$ cat config.mk
export PLATFORM = sky130hd
export DESIGN_NAME = host_frame_capture_parser
export DESIGN_NICKNAME = d
export VERILOG_FILES = /design/src/hw/rtl/hfcp_pkg.sv /design/src/hw/rtl/hfcp_front.sv /design/src/hw/rtl/hfcp_dims.sv /design/src/hw/rtl/hfcp_back.sv /design/src/hw/rtl/host_frame_capture_parser.sv
export SDC_FILE = /design/constraint.sdc
export NUM_CORES = 2
export LEC_CHECK = 0
export CAP_MARGIN = 20
export CORE_MARGIN = 2
export CORE_UTILIZATION = 30
export CTS_CLUSTER_SIZE = 30
export DETAILED_ROUTE_END_ITERATION = 12
export DONT_BUFFER_PORTS = 1
export HOLD_SLACK_MARGIN = 0.06
export SLEW_MARGIN = 20
export SYNTH_ARGS = -nofsm -noshare
export SYNTH_HDL_FRONTEND = slang
export SYNTH_HIERARCHICAL = 1
export SYNTH_SLANG_ARGS = --single-unit
$ cat constraint.sdc
create_clock -name clk -period 8.36 [get_ports clk]
set_clock_uncertainty 0.05 [all_clocks]
set_input_delay 0 -clock clk [delete_from_list [all_inputs] [get_ports clk]]
set_output_delay 0 -clock clk [all_outputs]
set_load 0.02 [all_outputs]
$ cat src/hw/rtl/hfcp_pkg.sv
// Shared types, codes and constants for the host frame capture parser.
package hfcp_pkg;

  localparam logic [7:0] CODE_MATMUL = 8'hF0;
  localparam logic [7:0] CODE_PROBE  = 8'hF1;
  localparam logic [7:0] CODE_FILL   = 8'hFF;
  localparam logic [7:0] HDR_SIZE    = 8'd9;
  localparam logic [7:0] HCOUNT_MAX  = 8'd255;
  localparam logic [16:0] STREAM_LIMIT = 17'd253;
  localparam logic [7:0] COLS_LIMIT  = 8'd127;

  localparam int QDEPTH = 4;
  localparam int QPTR_W = $clog2(QDEPTH);

  localparam logic [16:0] WEIGHT_CAP_RST = 17'd65536;
  localparam logic [14:0] ACT_CAP_RST    = 15'd16384;
  localparam logic [10:0] BIAS_CAP_RST   = 11'd1024;
  localparam logic [15:0] OUT_CAP_RST    = 16'd32768;

  typedef enum logic [1:0] {
    REG_WEIGHT_CAP = 2'd0,
    REG_ACT_CAP    = 2'd1,
    REG_BIAS_CAP   = 2'd2,
    REG_OUT_CAP    = 2'd3
  } reg_idx_t;

  typedef enum logic [2:0] {
    ACT_NONE       = 3'd0,
    ACT_FORWARD    = 3'd1,
    ACT_PROBE      = 3'd2,
    ACT_HDR_ERR    = 3'd3,
    ACT_BULK_START = 3'd4,
    ACT_STORE      = 3'd5,
    ACT_DRAIN      = 3'd6,
    ACT_BULK_DONE  = 3'd7
  } action_t;

  typedef enum logic [1:0] {
    PH_CMD = 2'd0,
    PH_LEN = 2'd1,
    PH_PAY = 2'd2
  } phase_t;

  localparam logic [1:0] REGION_WEIGHTS = 2'd0;
  localparam logic [1:0] REGION_BIAS    = 2'd1;
  localparam logic [1:0] REGION_ACTS    = 2'd2;

  typedef struct packed {
    logic       cmd;
    logic [7:0] data_byte;
  } hfcp_in_t;

  typedef struct packed {
    action_t     action;
    logic [7:0]  out_byte;
    logic [1:0]  region;
    logic [15:0] offset;
    logic        pass;
    logic [15:0] dim_m;
    logic [15:0] dim_k;
    logic [15:0] dim_n;
    logic [7:0]  tile_rows;
    logic [7:0]  tile_cols;
    logic [7:0]  tile_m;
  } hfcp_out_t;

  typedef struct packed {
    logic       timeout;
    logic       fill;
    logic       matmul;
    logic       probe;
    logic [7:0] data;
  } hfcp_qitem_t;

  typedef struct packed {
    logic [16:0] weight_cap;
    logic [14:0] act_cap;
    logic [10:0] bias_cap;
    logic [15:0] out_cap;
  } hfcp_caps_t;

  typedef struct packed {
    logic        ok;
    logic [31:0] wlen;
    logic [32:0] wblen;
    logic [33:0] exp_m1;
  } hfcp_dims_t;

endpackage

$ cat src/hw/rtl/hfcp_front.sv
// Input side: accepts beats, classifies them and buffers them in a short queue.
module hfcp_front import hfcp_pkg::*; (
  input  logic        clk,
  input  logic        rst,
  input  logic        in_valid,
  output logic        in_ready,
  input  hfcp_in_t    in_item,
  output logic        q_valid,
  input  logic        q_pop,
  output hfcp_qitem_t q_item
);

  hfcp_qitem_t             slots [QDEPTH];
  logic [QPTR_W-1:0]       wr_ptr;
  logic [QPTR_W-1:0]       rd_ptr;
  logic [QPTR_W:0]         count;
  hfcp_qitem_t             cls;
  logic                    push;

  always_comb begin
    cls.timeout = in_item.cmd;
    cls.fill    = (in_item.data_byte == CODE_FILL);
    cls.matmul  = (in_item.data_byte == CODE_MATMUL);
    cls.probe   = (in_item.data_byte == CODE_PROBE);
    cls.data    = in_item.data_byte;
  end

  assign in_ready = (count != (QPTR_W+1)'(QDEPTH));
  assign push     = in_valid && in_ready;
  assign q_valid  = (count != '0);
  assign q_item   = slots[rd_ptr];

  always_ff @(posedge clk) begin
    if (push) begin
      slots[wr_ptr] <= cls;
    end
  end

  always_ff @(posedge clk) begin
    if (rst) begin
      wr_ptr <= '0;
      rd_ptr <= '0;
      count  <= '0;
    end else begin
      if (push) begin
        wr_ptr <= wr_ptr + 1'b1;
      end
      if (q_pop) begin
        rd_ptr <= rd_ptr + 1'b1;
      end
      if (push && !q_pop) begin
        count <= count + 1'b1;
      end else if (!push && q_pop) begin
        count <= count - 1'b1;
      end
    end
  end

endmodule

$ cat src/hw/rtl/hfcp_dims.sv
// Two-stage pipeline that sizes the bulk payload and checks the header dims.
module hfcp_dims import hfcp_pkg::*; (
  input  logic             clk,
  input  logic [0:8][7:0]  hdr,
  input  hfcp_caps_t       caps,
  output hfcp_dims_t       dims
);

  logic [15:0] m, k, n;
  logic [31:0] w_prod, a_prod, mn_prod;
  logic [15:0] rc_prod, mr_prod;
  logic [16:0] n2;
  logic        nz;
  logic        cols_ok;

  assign m = {hdr[1], hdr[0]};
  assign k = {hdr[3], hdr[2]};
  assign n = {hdr[5], hdr[4]};

  // Stage one: the products.
  always_ff @(posedge clk) begin
    w_prod  <= k * n;
    a_prod  <= m * k;
    mn_prod <= m * n;
    rc_prod <= hdr[6] * hdr[7];
    mr_prod <= hdr[8] * hdr[6];
    n2      <= {n, 1'b0};
    nz      <= (m != '0) && (k != '0) && (n != '0) && (hdr[6] != '0) &&
               (hdr[7] != '0) && (hdr[8] != '0);
    cols_ok <= (hdr[7] <= COLS_LIMIT);
  end

  // Stage two: limits, caps and the region boundaries.
  always_ff @(posedge clk) begin
    dims.ok <= nz && cols_ok &&
               (({1'b0, rc_prod} + {1'b0, mr_prod}) <= STREAM_LIMIT) &&
               (w_prod <= {15'd0, caps.weight_cap}) &&
               (a_prod <= {17'd0, caps.act_cap}) &&
               (n2 <= {6'd0, caps.bias_cap}) &&
               ({mn_prod, 1'b0} <= {17'd0, caps.out_cap});
    dims.wlen   <= w_prod;
    dims.wblen  <= {1'b0, w_prod} + {16'd0, n2};
    dims.exp_m1 <= {2'b0, w_prod} + {17'd0, n2} + {2'b0, a_prod};
  end

endmodule

$ cat src/hw/rtl/hfcp_back.sv
// Back end: frame tracking, header capture, bulk routing and the result register.
module hfcp_back import hfcp_pkg::*; (
  input  logic        clk,
  input  logic        rst,
  input  logic        q_valid,
  input  hfcp_qitem_t q_item,
  output logic        q_pop,
  input  hfcp_caps_t  caps,
  output logic        out_valid,
  input  logic        out_ready,
  output hfcp_out_t   out_item
);

  phase_t          phase, phase_next;
  logic            captured, captured_next;
  logic            cur_probe, cur_probe_next;
  logic [7:0]      bytes_left, bytes_left_next;
  logic [0:8][7:0] hdr;
  logic [7:0]      hcount, hcount_next;
  logic            bulk_running, bulk_running_next;
  logic            dims_ok, dims_ok_next;
  logic [31:0]     wlen, wlen_next;
  logic [32:0]     wblen, wblen_next;
  logic [33:0]     exp_m1, exp_m1_next;
  logic [33:0]     received, received_next;
  logic [7:0]      sum, sum_next;
  logic [1:0]      wcnt, wcnt_next;

  hfcp_dims_t      dims;
  hfcp_out_t       res;
  logic            can_load, load, emit_start, fin, hdr_we;
  logic [33:0]     off_rel;

  hfcp_dims u_dims (
    .clk  (clk),
    .hdr  (hdr),
    .caps (caps),
    .dims (dims)
  );

  assign can_load   = !out_valid || out_ready;
  assign emit_start = (wcnt == 2'd1) && can_load;
  assign q_pop      = q_valid && can_load && (wcnt == 2'd0);

  always_comb begin
    phase_next        = phase;
    captured_next     = captured;
    cur_probe_next    = cur_probe;
    bytes_left_next   = bytes_left;
    hcount_next       = hcount;
    bulk_running_next = bulk_running;
    dims_ok_next      = dims_ok;
    wlen_next         = wlen;
    wblen_next        = wblen;
    exp_m1_next       = exp_m1;
    received_next     = received;
    sum_next          = sum;
    wcnt_next         = wcnt;
    res               = '0;
    res.action        = ACT_NONE;
    load              = 1'b0;
    fin               = 1'b0;
    hdr_we            = 1'b0;
    off_rel           = '0;

    if (emit_start) begin
      load              = 1'b1;
      wcnt_next         = 2'd0;
      res.action        = ACT_BULK_START;
      res.pass          = dims.ok;
      res.dim_m         = {hdr[1], hdr[0]};
      res.dim_k         = {hdr[3], hdr[2]};
      res.dim_n         = {hdr[5], hdr[4]};
      res.tile_rows     = hdr[6];
      res.tile_cols     = hdr[7];
      res.tile_m        = hdr[8];
      bulk_running_next = 1'b1;
      dims_ok_next      = dims.ok;
      wlen_next         = dims.wlen;
      wblen_next        = dims.wblen;
      exp_m1_next       = dims.exp_m1;
      received_next     = '0;
      sum_next          = '0;
    end else if (wcnt > 2'd1) begin
      wcnt_next = wcnt - 2'd1;
    end else if (q_pop) begin
      load = 1'b1;
      if (q_item.timeout) begin
        bulk_running_next = 1'b0;
        phase_next        = PH_CMD;
      end else if (bulk_running) begin
        received_next = received + 34'd1;
        if (received < exp_m1) begin
          sum_next = sum + q_item.data;
          if (dims_ok) begin
            res.action   = ACT_STORE;
            res.out_byte = q_item.data;
            if (received < {2'b0, wlen}) begin
              res.region = REGION_WEIGHTS;
              off_rel    = received;
            end else if (received < {1'b0, wblen}) begin
              res.region = REGION_BIAS;
              off_rel    = received - {2'b0, wlen};
            end else begin
              res.region = REGION_ACTS;
              off_rel    = received - {1'b0, wblen};
            end
            res.offset = off_rel[15:0];
          end else begin
            res.action = ACT_DRAIN;
          end
        end else begin
          bulk_running_next = 1'b0;
          res.action        = ACT_BULK_DONE;
          res.pass          = dims_ok && (sum == q_item.data);
        end
      end else begin
        unique case (phase)
          PH_LEN: begin
            bytes_left_next = q_item.data;
            hcount_next     = '0;
            if (!captured) begin
              res.action   = ACT_FORWARD;
              res.out_byte = q_item.data;
            end
            if (q_item.data == 8'd0) begin
              phase_next = PH_CMD;
              fin        = captured;
            end else begin
              phase_next = PH_PAY;
            end
          end
          PH_PAY: begin
            if (captured) begin
              hdr_we = (hcount < HDR_SIZE);
              if (hcount != HCOUNT_MAX) begin
                hcount_next = hcount + 8'd1;
              end
            end else begin
              res.action   = ACT_FORWARD;
              res.out_byte = q_item.data;
            end
            bytes_left_next = bytes_left - 8'd1;
            if (bytes_left_next == 8'd0) begin
              phase_next = PH_CMD;
              fin        = captured;
            end
          end
          default: begin
            if (q_item.fill) begin
              res.action   = ACT_FORWARD;
              res.out_byte = q_item.data;
            end else begin
              cur_probe_next = q_item.probe;
              captured_next  = q_item.matmul || q_item.probe;
              if (!(q_item.matmul || q_item.probe)) begin
                res.action   = ACT_FORWARD;
                res.out_byte = q_item.data;
              end
              phase_next = PH_LEN;
            end
          end
        endcase
        if (fin) begin
          if (cur_probe) begin
            res.action = ACT_PROBE;
          end else if (hcount_next == HDR_SIZE) begin
            // The bulk start result waits for the dims pipeline.
            load      = 1'b0;
            wcnt_next = 2'd3;
          end else begin
            res.action = ACT_HDR_ERR;
          end
        end
      end
    end
  end

  always_ff @(posedge clk) begin
    if (q_pop && hdr_we) begin
      hdr[hcount[3:0]] <= q_item.data;
    end
    if (load) begin
      out_item <= res;
    end
    wlen     <= wlen_next;
    wblen    <= wblen_next;
    exp_m1   <= exp_m1_next;
    received <= received_next;
    sum      <= sum_next;
  end

  always_ff @(posedge clk) begin
    if (rst) begin
      phase        <= PH_CMD;
      captured     <= 1'b0;
      cur_probe    <= 1'b0;
      bytes_left   <= '0;
      hcount       <= '0;
      bulk_running <= 1'b0;
      dims_ok      <= 1'b0;
      wcnt         <= '0;
      out_valid    <= 1'b0;
    end else begin
      phase        <= phase_next;
      captured     <= captured_next;
      cur_probe    <= cur_probe_next;
      bytes_left   <= bytes_left_next;
      hcount       <= hcount_next;
      bulk_running <= bulk_running_next;
      dims_ok      <= dims_ok_next;
      wcnt         <= wcnt_next;
      if (load) begin
        out_valid <= 1'b1;
      end else if (out_ready) begin
        out_valid <= 1'b0;
      end
    end
  end

  a_no_pop_while_sizing: assert property (@(posedge clk) disable iff (rst)
    (wcnt != 2'd0) |-> !q_pop)
    else $error("queue popped while the dims pipeline was busy");

  a_start_opens_bulk: assert property (@(posedge clk) disable iff (rst)
    emit_start |=> bulk_running)
    else $error("bulk start did not open the bulk payload");

  a_store_region: assert property (@(posedge clk) disable iff (rst)
    (load && (res.action == ACT_STORE)) |-> (res.region != 2'd3))
    else $error("store routed to an unknown region");

endmodule

$ cat src/hw/rtl/host_frame_capture_parser.sv
// Top level of the host frame capture parser with its configuration registers.
//
// The parser takes one host link beat per cycle while the queue has room and
// returns exactly one result beat for each input beat, in order. Input beats
// are classified and held in a four-entry queue, so the input keeps flowing
// while the result register waits for the consumer. For the beat that
// completes a nine-byte matmul header, the bulk start result waits, and the
// queue is not popped, while the header products (K*N, M*K, M*N and the tile
// stream terms) and the cap compares run through a two-stage multiplier
// pipeline. The cap registers sit on an APB-style port at byte addresses 0, 4,
// 8 and 12 (weight, activation, bias and result caps); write them only while
// the parser is idle.
module host_frame_capture_parser import hfcp_pkg::*; (
  input  logic        clk,
  input  logic        rst,
  input  logic        in_valid,
  output logic        in_ready,
  input  hfcp_in_t    in_item,
  output logic        out_valid,
  input  logic        out_ready,
  output hfcp_out_t   out_item,
  input  logic        psel,
  input  logic        penable,
  input  logic        pwrite,
  input  logic [3:0]  paddr,
  input  logic [31:0] pwdata,
  output logic [31:0] prdata,
  output logic        pready
);

  hfcp_caps_t  caps;
  logic        q_valid;
  logic        q_pop;
  hfcp_qitem_t q_item;
  reg_idx_t    reg_idx;
  logic        cfg_we;

  assign pready  = 1'b1;
  assign reg_idx = reg_idx_t'(paddr[3:2]);
  assign cfg_we  = psel && penable && pwrite;

  // Cap registers; each keeps only its own width of the written word.
  always_ff @(posedge clk) begin
    if (rst) begin
      caps.weight_cap <= WEIGHT_CAP_RST;
      caps.act_cap    <= ACT_CAP_RST;
      caps.bias_cap   <= BIAS_CAP_RST;
      caps.out_cap    <= OUT_CAP_RST;
    end else if (cfg_we) begin
      unique case (reg_idx)
        REG_WEIGHT_CAP: caps.weight_cap <= pwdata[16:0];
        REG_ACT_CAP:    caps.act_cap    <= pwdata[14:0];
        REG_BIAS_CAP:   caps.bias_cap   <= pwdata[10:0];
        REG_OUT_CAP:    caps.out_cap    <= pwdata[15:0];
        default:        caps            <= caps;
      endcase
    end
  end

  always_comb begin
    unique case (reg_idx)
      REG_WEIGHT_CAP: prdata = {15'd0, caps.weight_cap};
      REG_ACT_CAP:    prdata = {17'd0, caps.act_cap};
      REG_BIAS_CAP:   prdata = {21'd0, caps.bias_cap};
      REG_OUT_CAP:    prdata = {16'd0, caps.out_cap};
      default:        prdata = '0;
    endcase
  end

  // The front end decouples the link from the result consumer.
  hfcp_front u_front (
    .clk      (clk),
    .rst      (rst),
    .in_valid (in_valid),
    .in_ready (in_ready),
    .in_item  (in_item),
    .q_valid  (q_valid),
    .q_pop    (q_pop),
    .q_item   (q_item)
  );

  // The back end owns all framing and bulk state and the result register.
  hfcp_back u_back (
    .clk       (clk),
    .rst       (rst),
    .q_valid   (q_valid),
    .q_item    (q_item),
    .q_pop     (q_pop),
    .caps      (caps),
    .out_valid (out_valid),
    .out_ready (out_ready),
    .out_item  (out_item)
  );

endmodule
### After elaboration in Yosys (flattened, before gate mapping)

Memory sizes are Yosys's and may differ from the RTL's. A register that Yosys moved wholly into a read port is not among the register bits.
Index checks and enable logic that the tools add are counted.

| storage, ports and cells | value |
|---|---|
| flip-flop bits (word level) | 652 |
| memory bits (writable) | 48 |
| output and inout bits | 137 |
| logic and storage cells | 265 |
| memories kept | 1 |

Memory list:

| name | words | bits a word | rd ports | clocked after Yosys merged registers in | wr ports | line | RTL |
|---|---|---|---|---|---|---|---|
| u_front.slots | 4 | 12 | 1 | 1 | 1 | hfcp_front.sv:13 | `hfcp_qitem_t slots [QDEPTH];` |

| cells by class | value |
|---|---|
| add/sub/neg operators | 15 |
| multiply operators | 5 |
| magnitude comparators | 13 |
| equal/unequal tests | 20 |
| multiplexer cells | 85 |
| bitwise gates (word level) | 10 |
| reduce and logical (&&, ||, !) cells | 62 |

Operators by type and width:

| operator | count |
|---|---|
| 32-bit one-hot mux with 4 select lines | 1 |
| 16-bit by 16-bit multiplier with 32-bit output | 3 |
| 30-bit two-way mux | 3 |
| 72-bit bitwise mux | 1 |
| 32-bit by 17-bit adder with 33-bit output | 2 |
| 8-bit two-way mux | 8 |
| 26-bit two-way mux | 2 |
| 16-bit nonzero test | 3 |
| 33-bit by 32-bit adder with 34-bit output | 1 |
| 34-bit by 1-bit adder with 34-bit output (second input constant) | 1 |
| 34-bit by 32-bit less-than comparator with 1-bit output | 1 |
| 34-bit by 33-bit less-than comparator with 1-bit output | 1 |
| 34-bit less-than comparator | 1 |
| 1-bit two-way mux | 34 |
| 2-bit two-way mux | 17 |
| 33-bit by 16-bit less-or-equal comparator with 1-bit output | 1 |
| 11-bit two-way mux | 3 |
| 8-bit demux with 4-bit select | 1 |
| 32-bit by 15-bit less-or-equal comparator with 1-bit output | 1 |
| 32-bit by 17-bit less-or-equal comparator with 1-bit output | 1 |
| 8-bit by 8-bit multiplier with 16-bit output | 2 |
| 16-bit two-way mux | 2 |
| 8-bit one-hot mux with 2 select lines | 2 |
| 16-bit subtractor | 2 |
| other kinds (50) | 116 |

### Longest topological paths before layout

| depth | value |
|---|---|
| depth in word-level cells | 19 |
| mapped depth | 25 |
| gate-level depth less buffers | 24 |

### By module

The synthesis kept the hierarchy.

By module, submodules not included:

| module | instances | cells an instance | area each (sq um) | seq. area each (sq um) |
|---|---|---|---|---|
| hfcp_dims | 1 | 4394 | 39675.6 | 4904.7 |
| hfcp_back | 1 | 1352 | 16107.9 | 9539.1 |
| host_frame_capture_parser | 1 | 267 | 2912.8 | 1181.1 |
| hfcp_front | 1 | 118 | 2232.1 | 1621.6 |

### Worst setup path after synthesis

No wires, ideal clock.

| timing | value |
|---|---|
| kind | reg2reg |
| from | register u_back.phase[0] |
| to | register, netlist name u_back/out_item[0] |
| library setup time | 577 ps |
| data arrival time | 6491 ps |
| path slack | 1242 ps |
| cell stages (with the launch flop) | 11 |
| cells stage by stage | dfxtp_1 -> inv_1 -> ha_1 -> clkbuf_1 -> inv_2 -> o311ai_2 -> or3_1 -> a21oi_1 -> nor4_2 -> and4b_1 -> o21ai_1 |

| on the way | value |
|---|---|
| cells in the longest elaborated chain, start to end | 16 |
| elaborated cells on any way between the ends | 23 |
| classes of those cells | eq/ne (3); mux (20) |

RTL lines:

| item | line | RTL |
|---|---|---|
| start: declaration | hfcp_back.sv:14 | `phase_t phase, phase_next;` |
| start signal: assignment | hfcp_back.sv:205 | `phase <= phase_next;` |
| 2-bit == test or 2-bit by 1-bit == test with 1-bit output (tied branches) | hfcp_back.sv:118 | `unique case (phase)` |
| 8-bit one-hot mux with 2 select lines | hfcp_back.sv:118 |  |
| 8-bit two-way mux | hfcp_back.sv:91 | `end else if (bulk_running) begin` |
| 8-bit two-way mux | hfcp_back.sv:88 | `if (q_item.timeout) begin` |
| 8-bit two-way mux | hfcp_back.sv:86 | `end else if (q_pop) begin` |
| 8-bit two-way mux | hfcp_back.sv:84 | `end else if (wcnt > 2'd1) begin` |
| 8-bit two-way mux | hfcp_back.sv:66 | `if (emit_start) begin` |
| 8-bit by 4-bit == test with 1-bit output | hfcp_back.sv:167 | `end else if (hcount_next == HDR_SIZE) begin` |
| 1-bit two-way mux | hfcp_back.sv:167 |  |
| 1-bit two-way mux | hfcp_back.sv:165 | `if (cur_probe) begin` |
| 1-bit two-way mux * | hfcp_back.sv:164 | `if (fin) begin` |
| 1-bit two-way mux * | hfcp_back.sv:91 |  |
| 1-bit two-way mux * | hfcp_back.sv:88 |  |
| 1-bit two-way mux * | hfcp_back.sv:86 |  |
| 1-bit two-way mux * | hfcp_back.sv:84 |  |
| 1-bit two-way mux * | hfcp_back.sv:66 |  |
| via u_back.load | hfcp_back.sv:31 | `logic can_load, load, emit_start, fin, hdr_we;` |

Mark *: on every way through the listed nets, which the timed path passes. The rest lies on a longest branch. The select of a mux whose other input is x is not followed.
A chain may end at the register's enable or synchronous reset.

### Worst setup path in the final report

| timing | value |
|---|---|
| from | register u_back/hdr[35] (netlist bit) |
| to | register u_back.u_dims.mn_prod[30] |

| on the way | value |
|---|---|
| cells in the longest elaborated chain, start to end | 1 |

RTL lines:

| item | line | RTL |
|---|---|---|
| start: declaration | hfcp_back.sv:18 | `logic [0:8][7:0] hdr;` |
| start signal: indexed assignment | hfcp_back.sv:181 | `hdr[hcount[3:0]] <= q_item.data;` |
| 16-bit by 16-bit multiplier with 32-bit output | hfcp_dims.sv:24 | `mn_prod <= m * n;` |
| end signal: assignment | hfcp_dims.sv:24 |  |
| end: declaration | hfcp_dims.sv:10 | `logic [31:0] w_prod, a_prod, mn_prod;` |

Every way passes these cells.

==> metrics.md <==
| Metric | Value |
|---|---|
| Status | finished clean |
| FFs w/ async S/R, synth | 0% |
| Die X | 455 microns |
| Normalized max-slew margin | 22.7% |
| Internal power | 6.26 mW |
| Post-CTS Resized | 0 |
| Power Dens Cells | 131 nW/um^2 |
| Drt initial violations | 2,833 |
| Fill cells | 20.3k |
| Core region area | 202,000 sq um |
| Commonest non-fill, non-tap cells in the layout | inv_1 (1,000), fa_1 (676), ha_1 (653) |
| DR DRC count | 0 |
| Drt pass-1 iters | 7 |
| # hold bufs at CTS | 61 |
| Total power | 8.83 mW |
| CP Max Fanout | 19 |
| GRT Overall Usage | 15.8% |
| Commonest non-fill, non-tap cell in the layout | inv_1 |
| P_sw | 2.57 mW |
| Synth top area share | 22.2% |
| Simple-Gate Fraction of Synth Area | 15.4% |
| Antenna violations before repair | 6 |
| CTS Root Cell | clkbuf_16 |
| Drt via density | 4.83 |
| Post-Route WL | 162,000 microns |
| CP Class | flop to flop |
| Reg area | 17,200 sq um |
| Final min period | 7.38 ns |
| Via Count | 42.8k |
| Fin Hold WS | 0.103 ns |
| Area post-placement | 63,900 sq um |
| Final Instance Area | 67,200 sq um |
| RSZ-0062 raised after global routing | no |
| First-pass GRT wire length | 256,000 microns |
| Register area share after synthesis | 28.3% |
| Layout cell share with drive strength beyond 1 | 4.45% |
| Final setup fails | 0 |
| Initial Utilization | 30.1% |
| Slew Limit Fails | 0 |
| Clock power share | 40.6% |
| Post-Syn Area | 60,900 sq um |
| H-tree depth | 3 |
| Top post-synthesis cells by area | fa_1 (22%), edfxtp_1 (16%), ha_1 (13%) |
| I/O pin cnt | 189 |
| Vias in the first global route | 45.0k |
| Detail-routed net length per standard cell | 18.3 microns |
| Adder-cell area share of the yosys netlist | 35.6% |
| Hold Path Class | input port to flop |
| Multi-input logic area | 39,000 sq um |
| Die area | 207,000 sq um |
| Final period util | 88.3% |
| CTS Sinks | 701 |
| Main combinational cell family by area after synthesis | adder cells |
| Post-synth cell types | 106 |
| Sw Share | 29.1% |
| Actual slew at the worst max-slew pin | 1.15 ns |
| Setup Fix Bufs, Post-CTS | 0 |
| # Max-Cap Violations | 0 |
| Largest net degree at the start of global routing | 113 |
| Die Y | 455 microns |
| Clock Path Buffers | 3 |
| Final hold vios | 0 |
| P&R area growth vs syn | 10.3% |
| Synth Warn # | 6 |
| Routability Congestion | 0.884 |
| Antenna-violating nets left | 0 |
| Detailed Place HPWL | 124,000 microns |
| CTS buffer count | 77 |
| Compound-cell area share of the yosys netlist | 7.35% |
| Post-synthesis mux area share | 2.35% |
| Comb pwr share | 9.1% |
| CTS tree | built |
| Cells after Synth | 6,131 |
| Post-synth EDFFs | 321 |
| Req. time, crit path | 8.91 ns |
| Syn avg cell area | 9.94 sq um |
| Pleak | 31.0 nW |
| Arrival time worst endpoint | 7.93 ns |
| Clk Latency, worst-skew pair | 0.69 ns |
| Setup tns final | 0 ns |
| Sequential share of power | 50.4% |
| Flops & latches, synth | 701 |
| Ys flop type | dfxtp_1 |
| CP Capture Type | flop |
| Cell accounting for the most synthesized area | fa_1 |
| Peak Freq | 0.136 GHz |
| Clock slew at reported path FFs | 0.06 ns |
| Rows | 165 |
| Layout Nets | 7,495 |
| Peak supply drop | 0.182 mV |
| Crit path launch type | flop |
| XOR/XNOR Fraction of Synth Area | 3.09% |
| GR Overflow Total | 0 |
| Port Buf Inserts | 0 |
state kept, by name (all words and copies together) (netlist names), 33 cells and up, named ones only:
name                flops
u_back/received        34
u_back/u_dims/dims     99
u_back/out_item       102
u_back/hdr             72
u_back/wblen           33
u_back/exp_m1          34
u_front/slots          48
caps                   59
worst paths after layout:
check                         start                         to  slack (ns)  cells past startpoint
min reg2reg  u_back/u_dims/dims[90]            u_back/wlen[23]        0.34                      0
min                      pwdata[11]                   caps[11]        0.10                      3
max                  u_back/hdr[35]  u_back/u_dims/mn_prod[30]        0.98                     22
max reg2reg          u_back/hdr[35]  u_back/u_dims/mn_prod[30]        0.98                     22
worst max-delay path: stages, from the launching register on:
cell	delay [ns]
edfxtp_1	0.95
buf_4	0.40
nand2_1	0.12
fa_1	0.59
fa_1	0.46
fa_1	0.49
fa_1	0.49
inv_1	0.05
fa_1	0.53
inv_1	0.05
fa_1	0.53
inv_1	0.04
ha_1	0.36
o21ai_0	0.11
nor2_1	0.06
o41ai_1	0.62
nor3_1	0.13
nand4b_1	0.26
nand2_1	0.24
o211ai_1	0.15
a31oi_1	0.30
o21a_1	0.17
xnor2_1	0.11
synthesized netlist by cell type, types with 39 or more instances:
cell and count:
inv_1 1000, fa_1 676, ha_1 653, nand2_1 628
and2_1 453, dfxtp_1 380, edfxtp_1 321, nor2_1 228
a21oi_1 213, clkbuf_1 208, xnor2_1 133, o21ai_0 119
nand2b_1 100, and3_1 94, mux2i_1 87, a21o_1 84
xor2_1 82, nand3_1 62, nor3_1 61, nand4_1 48
nor4_1 45, o21a_1 41, a211oi_1 39
through the flow:
step                setup WS [ns]  std cells  utilization, %
finish                      0.981       8852            33.2
detailed placement           1.10       8644            31.6
global route                0.650       8849            33.2
floorplan                    1.24       6145               -
global placement             1.14       8643            31.6
CTS                          1.01       8845            33.2
power groups by stage:
stage          Combinational [mW]  Clock [mW]  Sequential, mW
2_1_floorplan               0.499           0            4.45
3_3_place_gp                0.733           0            4.53
3_5_place_dp                0.751           0            4.53
4_1_cts                     0.787        3.66            4.46
5_1_grt                     0.854        3.80            4.47
6_report                    0.799        3.58            4.45
area by class of cell:
class | count | area share (%)
sequential | 701 | 25.7
inverter | 1002 | 5.60
timing repair buffer | 137 | 1.82
tap | 2672 | 4.98
antenna | 5 | 0.0186
clock inverter | 45 | 0.782
clock buffer | 95 | 3.15
multi-input combinational | 4195 | 58.0
layer usage:
layer,up-vias,GRT usage (%),routed length [microns]
li1,19800,-,-
met3,270,2.18,8420
met5,-,0,7
met1,21500,20.6,71500
met4,2,5.36,5670
met2,1168,26.7,76200
kinds of logic after synthesis:
kind of cell / count (synthesis)
and+or+nand+nor: 1834
adders and majority gates: 1329
DFF: 701
xor gates and xnor gates: 215
muxes: 113
AOI/OAI and AO/OA: 688
buffers and inverters: 1249
other: 2
No activity file was read; power rests on OpenSTA's default activity.
